--- src/sv/ltfp_pkg.sv ---
// package: transfer types, record and status codes for the location tlv frame parser
package ltfp_pkg;

    // anchor records parsed per frame at most
    localparam logic [7:0] MAX_ANCHORS = 8'd14;

    // record kinds
    localparam logic [1:0] KIND_SELF   = 2'd0;
    localparam logic [1:0] KIND_ANCHOR = 2'd1;
    localparam logic [1:0] KIND_TAG    = 2'd2;
    localparam logic [1:0] KIND_STATUS = 2'd3;

    // frame status codes
    localparam logic [2:0] ST_OK        = 3'd0;
    localparam logic [2:0] ST_SHORT     = 3'd1;
    localparam logic [2:0] ST_BAD_TYPE  = 3'd2;
    localparam logic [2:0] ST_TRUNCATED = 3'd3;
    localparam logic [2:0] ST_TOO_MANY  = 3'd4;

    // distance type codes
    localparam logic [1:0] DT_NONE    = 2'd0;
    localparam logic [1:0] DT_ANCHOR  = 2'd1;
    localparam logic [1:0] DT_TAG     = 2'd2;
    localparam logic [1:0] DT_UNKNOWN = 2'd3;

    // type bytes in the frame
    localparam logic [7:0] TYPE_POS     = 8'h41;
    localparam logic [7:0] TYPE_DIST    = 8'h48;
    localparam logic [7:0] TYPE_POSDIST = 8'h49;

    typedef struct packed {
        logic [7:0] data_byte;
        logic       frame_end;
    } t_in_item;

    typedef struct packed {
        logic [1:0]         record_kind;
        logic [15:0]        node_id;
        logic [31:0]        range_mm;
        logic [7:0]         range_quality;
        logic signed [31:0] pos_x;
        logic signed [31:0] pos_y;
        logic signed [31:0] pos_z;
        logic [7:0]         pos_quality;
        logic [2:0]         frame_status;
        logic               last_of_run;
    } t_out_item;

endpackage

--- src/sv/location_tlv_frame_parser_unit.sv ---
// top level: byte-wise location response frame parser with a four-entry result queue
//
// The parser takes one frame byte per clock while o_stall is low and updates its offset
// counter and field accumulators in the same cycle the byte is transferred. Each byte makes
// zero, one or two results (a completed record and, on the final byte, the frame status);
// these go into a four-entry result queue that drains one result per clock while the
// receiver does not stall. Input stall is raised while fewer than two queue entries are
// free, so a byte that makes two results may stall the input until the queue drains.
// Results are registered in the queue and leave it in the order they were made. A frame
// whose status is not ok carries records that the consumer should drop.
module location_tlv_frame_parser_unit
    import ltfp_pkg::*;
(
    input  logic      i_clk,
    input  logic      i_rst_n,
    input  logic      i_valid,
    output logic      o_stall,
    input  t_in_item  i_data,
    output logic      o_valid,
    input  logic      i_stall,
    output t_out_item o_data
);

    // frame offsets of fixed fields
    localparam logic [8:0] OFF_POS_TYPE  = 9'd3;
    localparam logic [8:0] OFF_POS_FIRST = 9'd5;
    localparam logic [8:0] OFF_POS_LAST  = 9'd16;
    localparam logic [8:0] OFF_POS_QUAL  = 9'd17;
    localparam logic [8:0] OFF_DIST_TYPE = 9'd18;
    localparam logic [8:0] OFF_COUNT     = 9'd20;
    localparam logic [8:0] OFF_REC_START = 9'd21;
    localparam logic [8:0] OFF_MAX       = 9'd511;

    // record byte positions
    localparam logic [4:0] RB_ID_END    = 5'd2;
    localparam logic [4:0] RB_A_RNG_LO  = 5'd8;
    localparam logic [4:0] RB_A_RNG_HI  = 5'd11;
    localparam logic [4:0] RB_A_QUAL    = 5'd12;
    localparam logic [4:0] RB_T_RNG_LO  = 5'd2;
    localparam logic [4:0] RB_T_RNG_HI  = 5'd5;
    localparam logic [4:0] RB_T_RQUAL   = 5'd6;
    localparam logic [4:0] RB_T_POS_LO  = 5'd7;
    localparam logic [4:0] RB_T_POS_HI  = 5'd18;
    localparam logic [4:0] RB_T_PQUAL   = 5'd19;

    // parser state
    logic [8:0]  r_off, n_off;
    logic [1:0]  r_dtype, n_dtype;
    logic [7:0]  r_total, n_total;
    logic [7:0]  r_idx, n_idx;
    logic [4:0]  r_rb, n_rb;
    logic [15:0] r_id, n_id;
    logic [31:0] r_rng, n_rng;
    logic [31:0] r_coord [3];
    logic [31:0] n_coord [3];
    logic [7:0]  r_qhold, n_qhold;
    logic [2:0]  r_err, n_err;
    logic        r_self, n_self;

    // result queue
    t_out_item   r_q [4];
    logic [1:0]  r_wr, r_rd;
    logic [2:0]  r_cnt;

    logic        in_xfer, out_xfer;
    logic [7:0]  b;
    logic        rec_vld;
    t_out_item   rec;
    t_out_item   sts;
    logic [8:0]  off_m5;
    logic [4:0]  rb_m7;
    logic [1:0]  ci;
    logic [7:0]  lim_cur, lim_next;
    logic [2:0]  st;

    assign b        = i_data.data_byte;
    assign o_stall  = (r_cnt > 3'd2);
    assign in_xfer  = i_valid && !o_stall;
    assign o_valid  = (r_cnt != 3'd0);
    assign out_xfer = o_valid && !i_stall;
    assign o_data   = r_q[r_rd];

    assign off_m5  = r_off - OFF_POS_FIRST;
    assign rb_m7   = r_rb - RB_T_POS_LO;
    assign lim_cur = (r_total < MAX_ANCHORS) ? r_total : MAX_ANCHORS;

    // per-byte parse and next state
    always_comb begin
        n_off   = (r_off < OFF_MAX) ? r_off + 9'd1 : r_off;
        n_dtype = r_dtype;
        n_total = r_total;
        n_idx   = r_idx;
        n_rb    = r_rb;
        n_id    = r_id;
        n_rng   = r_rng;
        n_coord = r_coord;
        n_qhold = r_qhold;
        n_err   = r_err;
        n_self  = r_self;
        rec_vld = 1'b0;
        rec     = '0;
        ci      = 2'd0;
        lim_next = '0;
        st      = ST_OK;
        sts     = '0;

        if (r_off == OFF_POS_TYPE) begin
            n_self = (b == TYPE_POS);
        end else if (r_off >= OFF_POS_FIRST && r_off <= OFF_POS_LAST) begin
            ci = off_m5[3:2];
            n_coord[ci] = {b, r_coord[ci][31:8]};
        end else if (r_off == OFF_POS_QUAL) begin
            if (r_self) begin
                rec_vld          = 1'b1;
                rec.record_kind  = KIND_SELF;
                rec.pos_x        = r_coord[0];
                rec.pos_y        = r_coord[1];
                rec.pos_z        = r_coord[2];
                rec.pos_quality  = b;
            end
        end else if (r_off == OFF_DIST_TYPE) begin
            if (b == TYPE_DIST) begin
                n_dtype = DT_ANCHOR;
            end else if (b == TYPE_POSDIST) begin
                n_dtype = DT_TAG;
            end else begin
                n_dtype = DT_UNKNOWN;
                n_err   = ST_BAD_TYPE;
            end
        end else if (r_off == OFF_COUNT) begin
            n_total = b;
            if (b > MAX_ANCHORS && r_err == ST_OK) begin
                n_err = ST_TOO_MANY;
            end
        end else if (r_off >= OFF_REC_START && (r_dtype == DT_ANCHOR || r_dtype == DT_TAG)
                     && r_idx < lim_cur) begin
            // identifier low bytes
            if (r_rb < RB_ID_END) begin
                if (r_rb == 5'd0) begin
                    n_id = {8'd0, b};
                end else begin
                    n_id = {b, r_id[7:0]};
                end
            end
            n_rb = r_rb + 5'd1;
            if (r_dtype == DT_ANCHOR) begin
                if (r_rb >= RB_A_RNG_LO && r_rb <= RB_A_RNG_HI) begin
                    n_rng = {b, r_rng[31:8]};
                end else if (r_rb == RB_A_QUAL) begin
                    rec_vld           = 1'b1;
                    rec.record_kind   = KIND_ANCHOR;
                    rec.node_id       = r_id;
                    rec.range_mm      = r_rng;
                    rec.range_quality = b;
                end
            end else begin
                if (r_rb >= RB_T_RNG_LO && r_rb <= RB_T_RNG_HI) begin
                    n_rng = {b, r_rng[31:8]};
                end else if (r_rb == RB_T_RQUAL) begin
                    n_qhold = b;
                end else if (r_rb >= RB_T_POS_LO && r_rb <= RB_T_POS_HI) begin
                    ci = rb_m7[3:2];
                    n_coord[ci] = {b, r_coord[ci][31:8]};
                end else if (r_rb == RB_T_PQUAL) begin
                    rec_vld           = 1'b1;
                    rec.record_kind   = KIND_TAG;
                    rec.node_id       = r_id;
                    rec.range_mm      = r_rng;
                    rec.range_quality = r_qhold;
                    rec.pos_x         = r_coord[0];
                    rec.pos_y         = r_coord[1];
                    rec.pos_z         = r_coord[2];
                    rec.pos_quality   = b;
                end
            end
            // record complete
            if (rec_vld) begin
                n_rb  = 5'd0;
                n_idx = r_idx + 8'd1;
            end
        end
        rec.last_of_run = !i_data.frame_end;

        // frame status from the updated state
        lim_next = (n_total < MAX_ANCHORS) ? n_total : MAX_ANCHORS;
        if (r_off < OFF_COUNT) begin
            st = ST_SHORT;
        end else if (n_err == ST_BAD_TYPE) begin
            st = ST_BAD_TYPE;
        end else if (n_rb != 5'd0 || n_idx < lim_next) begin
            st = ST_TRUNCATED;
        end else if (n_err == ST_TOO_MANY) begin
            st = ST_TOO_MANY;
        end else begin
            st = ST_OK;
        end
        sts.record_kind  = KIND_STATUS;
        sts.frame_status = st;
        sts.last_of_run  = 1'b1;

        // frame end returns everything to reset
        if (i_data.frame_end) begin
            n_off   = '0;
            n_dtype = DT_NONE;
            n_total = '0;
            n_idx   = '0;
            n_rb    = '0;
            n_id    = '0;
            n_rng   = '0;
            for (int i = 0; i < 3; i++) begin
                n_coord[i] = '0;
            end
            n_qhold = '0;
            n_err   = ST_OK;
            n_self  = 1'b0;
        end
    end

    // parser state registers
    always_ff @(posedge i_clk) begin
        if (!i_rst_n) begin
            r_off   <= '0;
            r_dtype <= DT_NONE;
            r_total <= '0;
            r_idx   <= '0;
            r_rb    <= '0;
            r_id    <= '0;
            r_rng   <= '0;
            for (int i = 0; i < 3; i++) begin
                r_coord[i] <= '0;
            end
            r_qhold <= '0;
            r_err   <= ST_OK;
            r_self  <= 1'b0;
        end else if (in_xfer) begin
            r_off   <= n_off;
            r_dtype <= n_dtype;
            r_total <= n_total;
            r_idx   <= n_idx;
            r_rb    <= n_rb;
            r_id    <= n_id;
            r_rng   <= n_rng;
            r_coord <= n_coord;
            r_qhold <= n_qhold;
            r_err   <= n_err;
            r_self  <= n_self;
        end
    end

    // result queue payload
    always_ff @(posedge i_clk) begin
        if (in_xfer) begin
            if (rec_vld) begin
                r_q[r_wr] <= rec;
                if (i_data.frame_end) begin
                    r_q[r_wr + 2'd1] <= sts;
                end
            end else if (i_data.frame_end) begin
                r_q[r_wr] <= sts;
            end
        end
    end

    // result queue pointers and fill count
    logic [1:0] push_n;
    assign push_n = in_xfer ? ({1'b0, rec_vld} + {1'b0, i_data.frame_end}) : 2'd0;

    always_ff @(posedge i_clk) begin
        if (!i_rst_n) begin
            r_wr  <= '0;
            r_rd  <= '0;
            r_cnt <= '0;
        end else begin
            r_wr  <= r_wr + push_n;
            r_rd  <= r_rd + {1'b0, out_xfer};
            r_cnt <= r_cnt + {1'b0, push_n} - {2'b0, out_xfer};
        end
    end

endmodule

--- config.mk ---
export PLATFORM = sky130hd
export DESIGN_NAME = location_tlv_frame_parser_unit
export DESIGN_NICKNAME = d
export VERILOG_FILES = /design/src/sv/ltfp_pkg.sv /design/src/sv/location_tlv_frame_parser_unit.sv
export SDC_FILE = /design/constraint.sdc
export NUM_CORES = 2
export LEC_CHECK = 0
export BUFFER_PORTS_ARGS = -buffer_cell sky130_fd_sc_hd__buf_2
export CAP_MARGIN = 15
export CORE_ASPECT_RATIO = 1.5
export CORE_UTILIZATION = 52
export CTS_CLUSTER_DIAMETER = 150
export DETAILED_ROUTE_END_ITERATION = 7
export PLACE_DENSITY = 0.68
export SYNTH_ARGS = -nofsm -noshare
export SYNTH_HDL_FRONTEND = slang
export SYNTH_SLANG_ARGS = --single-unit
--- constraint.sdc ---
create_clock -name i_clk -period 5.2 [get_ports i_clk]
set_clock_uncertainty 0.2 [all_clocks]
set_input_delay 0.52 -clock i_clk [delete_from_list [all_inputs] [get_ports i_clk]]
set_output_delay 0.52 -clock i_clk [all_outputs]
set_load 0.005 [all_outputs]
==> results.cfg <==
[outcome]
status = completed

[route]
dr_total_vias = 28500
drt-pass1-iter-count = 5
routed_wl_um = 101000
wire_per_inst_um = 21.4
viasPerCell = 6.07
drc = 0
first_iter_violations = 2159
drtAntennaViolNets = 0

[synth]
syn_avg_cell_area_um2 = 9.39
synth_common_cells = dfxtp_1 (847), nand3_1 (666), nand2_1 (458), o21ai_1 (300), a21oi_1 (246)
syn_area_um2 = 35100
synth_cells = 3738
synthFlopType = dfxtp_1
synth_most_common_cell = dfxtp_1
yosysTopAreaCellShare = 0.483
async_flop_share = 0
post_synth_num_cell_types = 71
yosys_warnings = 0
synth-seq-cells = 859
seq_area_frac_synth = 0.493
synth_area_leader_cell = dfxtp_1
ys_top_cells_by_area = dfxtp_1 (48%), mux4_2 (11%), nand3_1 (9.5%)
synth_edf_count = 12

[cells_and_area]
num_antenna_cells = 0
final_cells = 4695
nNetsFinal = 3789
nFillCells = 5883
layout-drive-gt1-share = 0.162
areaGrowthSynthToFinish_pct = 13.4

[run]
maxCapViolCount = 0

[setup_path]
arrival_ps = 5100
path_max_fanout = 12
reg2reg_from = r_total[7]$_SDFFE_PN0P_
path_class = reg2reg
crit_required_ps = 5470
setup.worst_path.end_class = flop
startpoint = r_total[7]$_SDFFE_PN0P_
startpoint_type = flop

[clock_tree]
postCtsHoldBufs = 0
numCtsBuffers = 81
clock_latency_ps = 650
clk_pin_slew_worst_paths_ps = 70
cts.path.max_buffers = 3
clock_sinks = 859
ctsHtreeMaxLevel = 3
cts_tree = yes
root_buffer = clkbuf_16

[sta]
hold_viol_final = 0
slew_violations = 0
relSlewSlack = 0.288
min_period_ps = 4830
rsz0062_at_grt = no
worstMarginPinSlew_ps = 1060
final.setup.tns_ps = 0
final-setup-viol-count = 0
fmax_ghz = 0.207
min_period_over_period = 0.929

[power]
seq_power_share = 0.472
p_leak_nw = 13.8
power_frac_comb = 0.099
power_density_nw_per_um2 = 363
p_switching_w = 0.00367
p_int_w = 0.0108
vdd_drop_max_mv = 0.296
clkPwrFrac = 0.430
p_sw_frac = 0.254

[die]
ios = 181
die_area_um2 = 68600
die_h_um = 320
rows = 116
die_width_um = 214
core-area_um2 = 66800
initial_core_util = 0.526

[grt]
grt_first_pass_wirelength_um = 158000
grt_usage = 0.291
grt_max_degree = 106
gr-total-overflow = 0
grt_pass1_vias = 27700
grt_antenna_before_repair = 0

[place]
io_buffers = 180
place_congestion = 0.883
dp.cells = 4544
hpwl_um = 61100

[hold_path]
hp-class = in2reg
hp-start = i_rst_n
-- critical path, cell delays in order, from the launching register on --
cell and delay [ps]:
dfxtp_1 320, or4_1 590, nor2_2 130, ha_1 260, a2111oi_0 350, and4_1 260
o41ai_1 90, nor3_1 220, buf_4 200, and4_1 250, xor2_1 150, ha_1 250
a21o_1 160, a21o_1 170, a221o_1 330, nor3b_1 200, mux2_2 220, nor4_2 70
nor4_1 220
-- power groups by stage --
stage / sequential (W) / combinational (W) / clock, W
after detailed placement: 0.00696 / 0.00143 / 0
final: 0.00681 / 0.00142 / 0.00621
after floorplan: 0.00684 / 0.00105 / 0
after global placement: 0.00696 / 0.00142 / 0
after CTS: 0.00681 / 0.00143 / 0.00628
after global routing: 0.00682 / 0.00152 / 0.00655
-- cell type report --
| class | instances | area [um^2] | area share |
|---|---|---|---|
| clock inverters | 30 | 359 | 0.00903 |
| multi-input cells | 2507 | 16300 | 0.410 |
| flip-flops and latches | 859 | 17300 | 0.435 |
| repair buffers | 276 | 2170 | 0.0547 |
| well taps | 885 | 1110 | 0.0278 |
| clock buffers | 120 | 2450 | 0.0615 |
| inverters | 18 | 67.6 | 0.00170 |
-- layout by cell type (no fill, tap or decap), types with 6 or more instances in the layout --
master / instances
xnor2_1: 10
conb_1: 8
nand4_1: 23
dfxtp_1: 845
xor2_1: 11
buf_12: 44
edfxtp_1: 12
o21ai_0: 173
nor2_1: 43
a22oi_1: 26
nand2_1: 456
buf_2: 179
inv_1: 16
and4_1: 7
buf_4: 53
o21ai_1: 300
nand3_1: 665
and3_1: 11
a21o_1: 6
clkbuf_1: 16
a31oi_1: 9
nor4_1: 9
o31ai_1: 6
clkbuf_8: 19
o21a_1: 7
a21oi_1: 244
clkbuf_16: 85
clkinv_2: 16
or3_1: 6
mux4_2: 166
bufinv_16: 6
o211ai_1: 10
a21boi_0: 10
mux2i_1: 12
a22o_1: 96
nor2b_1: 32
and2_1: 13
ha_1: 32
nor3_1: 32
-- metal layers --
| layer | global-route usage | up-vias | part of all wire |
|---|---|---|---|
| met5 | 0 | - | 0 |
| li1 | - | 13500 | - |
| met4 | 0.110 | 0 | 0.029 |
| met3 | 0.0467 | 189 | 0.059 |
| met1 | 0.352 | 13900 | 0.40 |
| met2 | 0.516 | 896 | 0.51 |
-- what timing repair did --
action | 4_1_cts | 5_1_grt
gates resized for setup | 0 | 1
buffers inserted | 0 | 1
setup endpoints to repair | 0 | 4
-- final timing paths --
check,to,slack (ps),cells after the start
setup / recovery,r_q[1][2]$_DFFE_PP_,370,18
hold / removal,r_dtype[1]$_SDFFE_PN0P_,70,2
setup reg to reg,r_q[1][2]$_DFFE_PP_,370,18
hold reg to reg,r_q[3][128]$_SDFFE_PP0P_,250,2
-- logic make-up (layout without fill, tap and decap cells) --
kind of cell	after synthesis	in the layout	share of synthesized area
muxes	181	181	0.111
xor gates and xnor gates	21	21	0.00524
and+or+nand+nor	1339	1339	0.180
AOI/OAI and AO/OA	925	925	0.151
DFF	859	859	0.493
buffers and inverters	379	444	0.0472
other	1	8	0.000107
adders and majority gates	33	33	0.0120
-- registers in the layout, indices dropped and copies added, names as in the netlist --
name and count:
r_cnt 3, r_coord 96, r_dtype 2, r_err 3, r_id 16, r_idx 8
r_off 9, r_q 664, r_qhold 8, r_rb 5, r_rd 2, r_rng 32
r_self 1, r_total 8, r_wr 2
-- metrics by stage --
step	area (um^2)	power [W]	hold slack (ps)	utilization	setup slack, ps
floorplan	35100	0.00788	233	-	255
global placement	37000	0.00838	238	0.554	388
detailed placement	37000	0.00839	243	0.554	288
CTS	39800	0.0145	45.5	0.596	247
global route	39800	0.0149	65.7	0.596	21.9
finish	39800	0.0144	69.6	0.596	369
No activity file was read; power rests on OpenSTA's default activity.
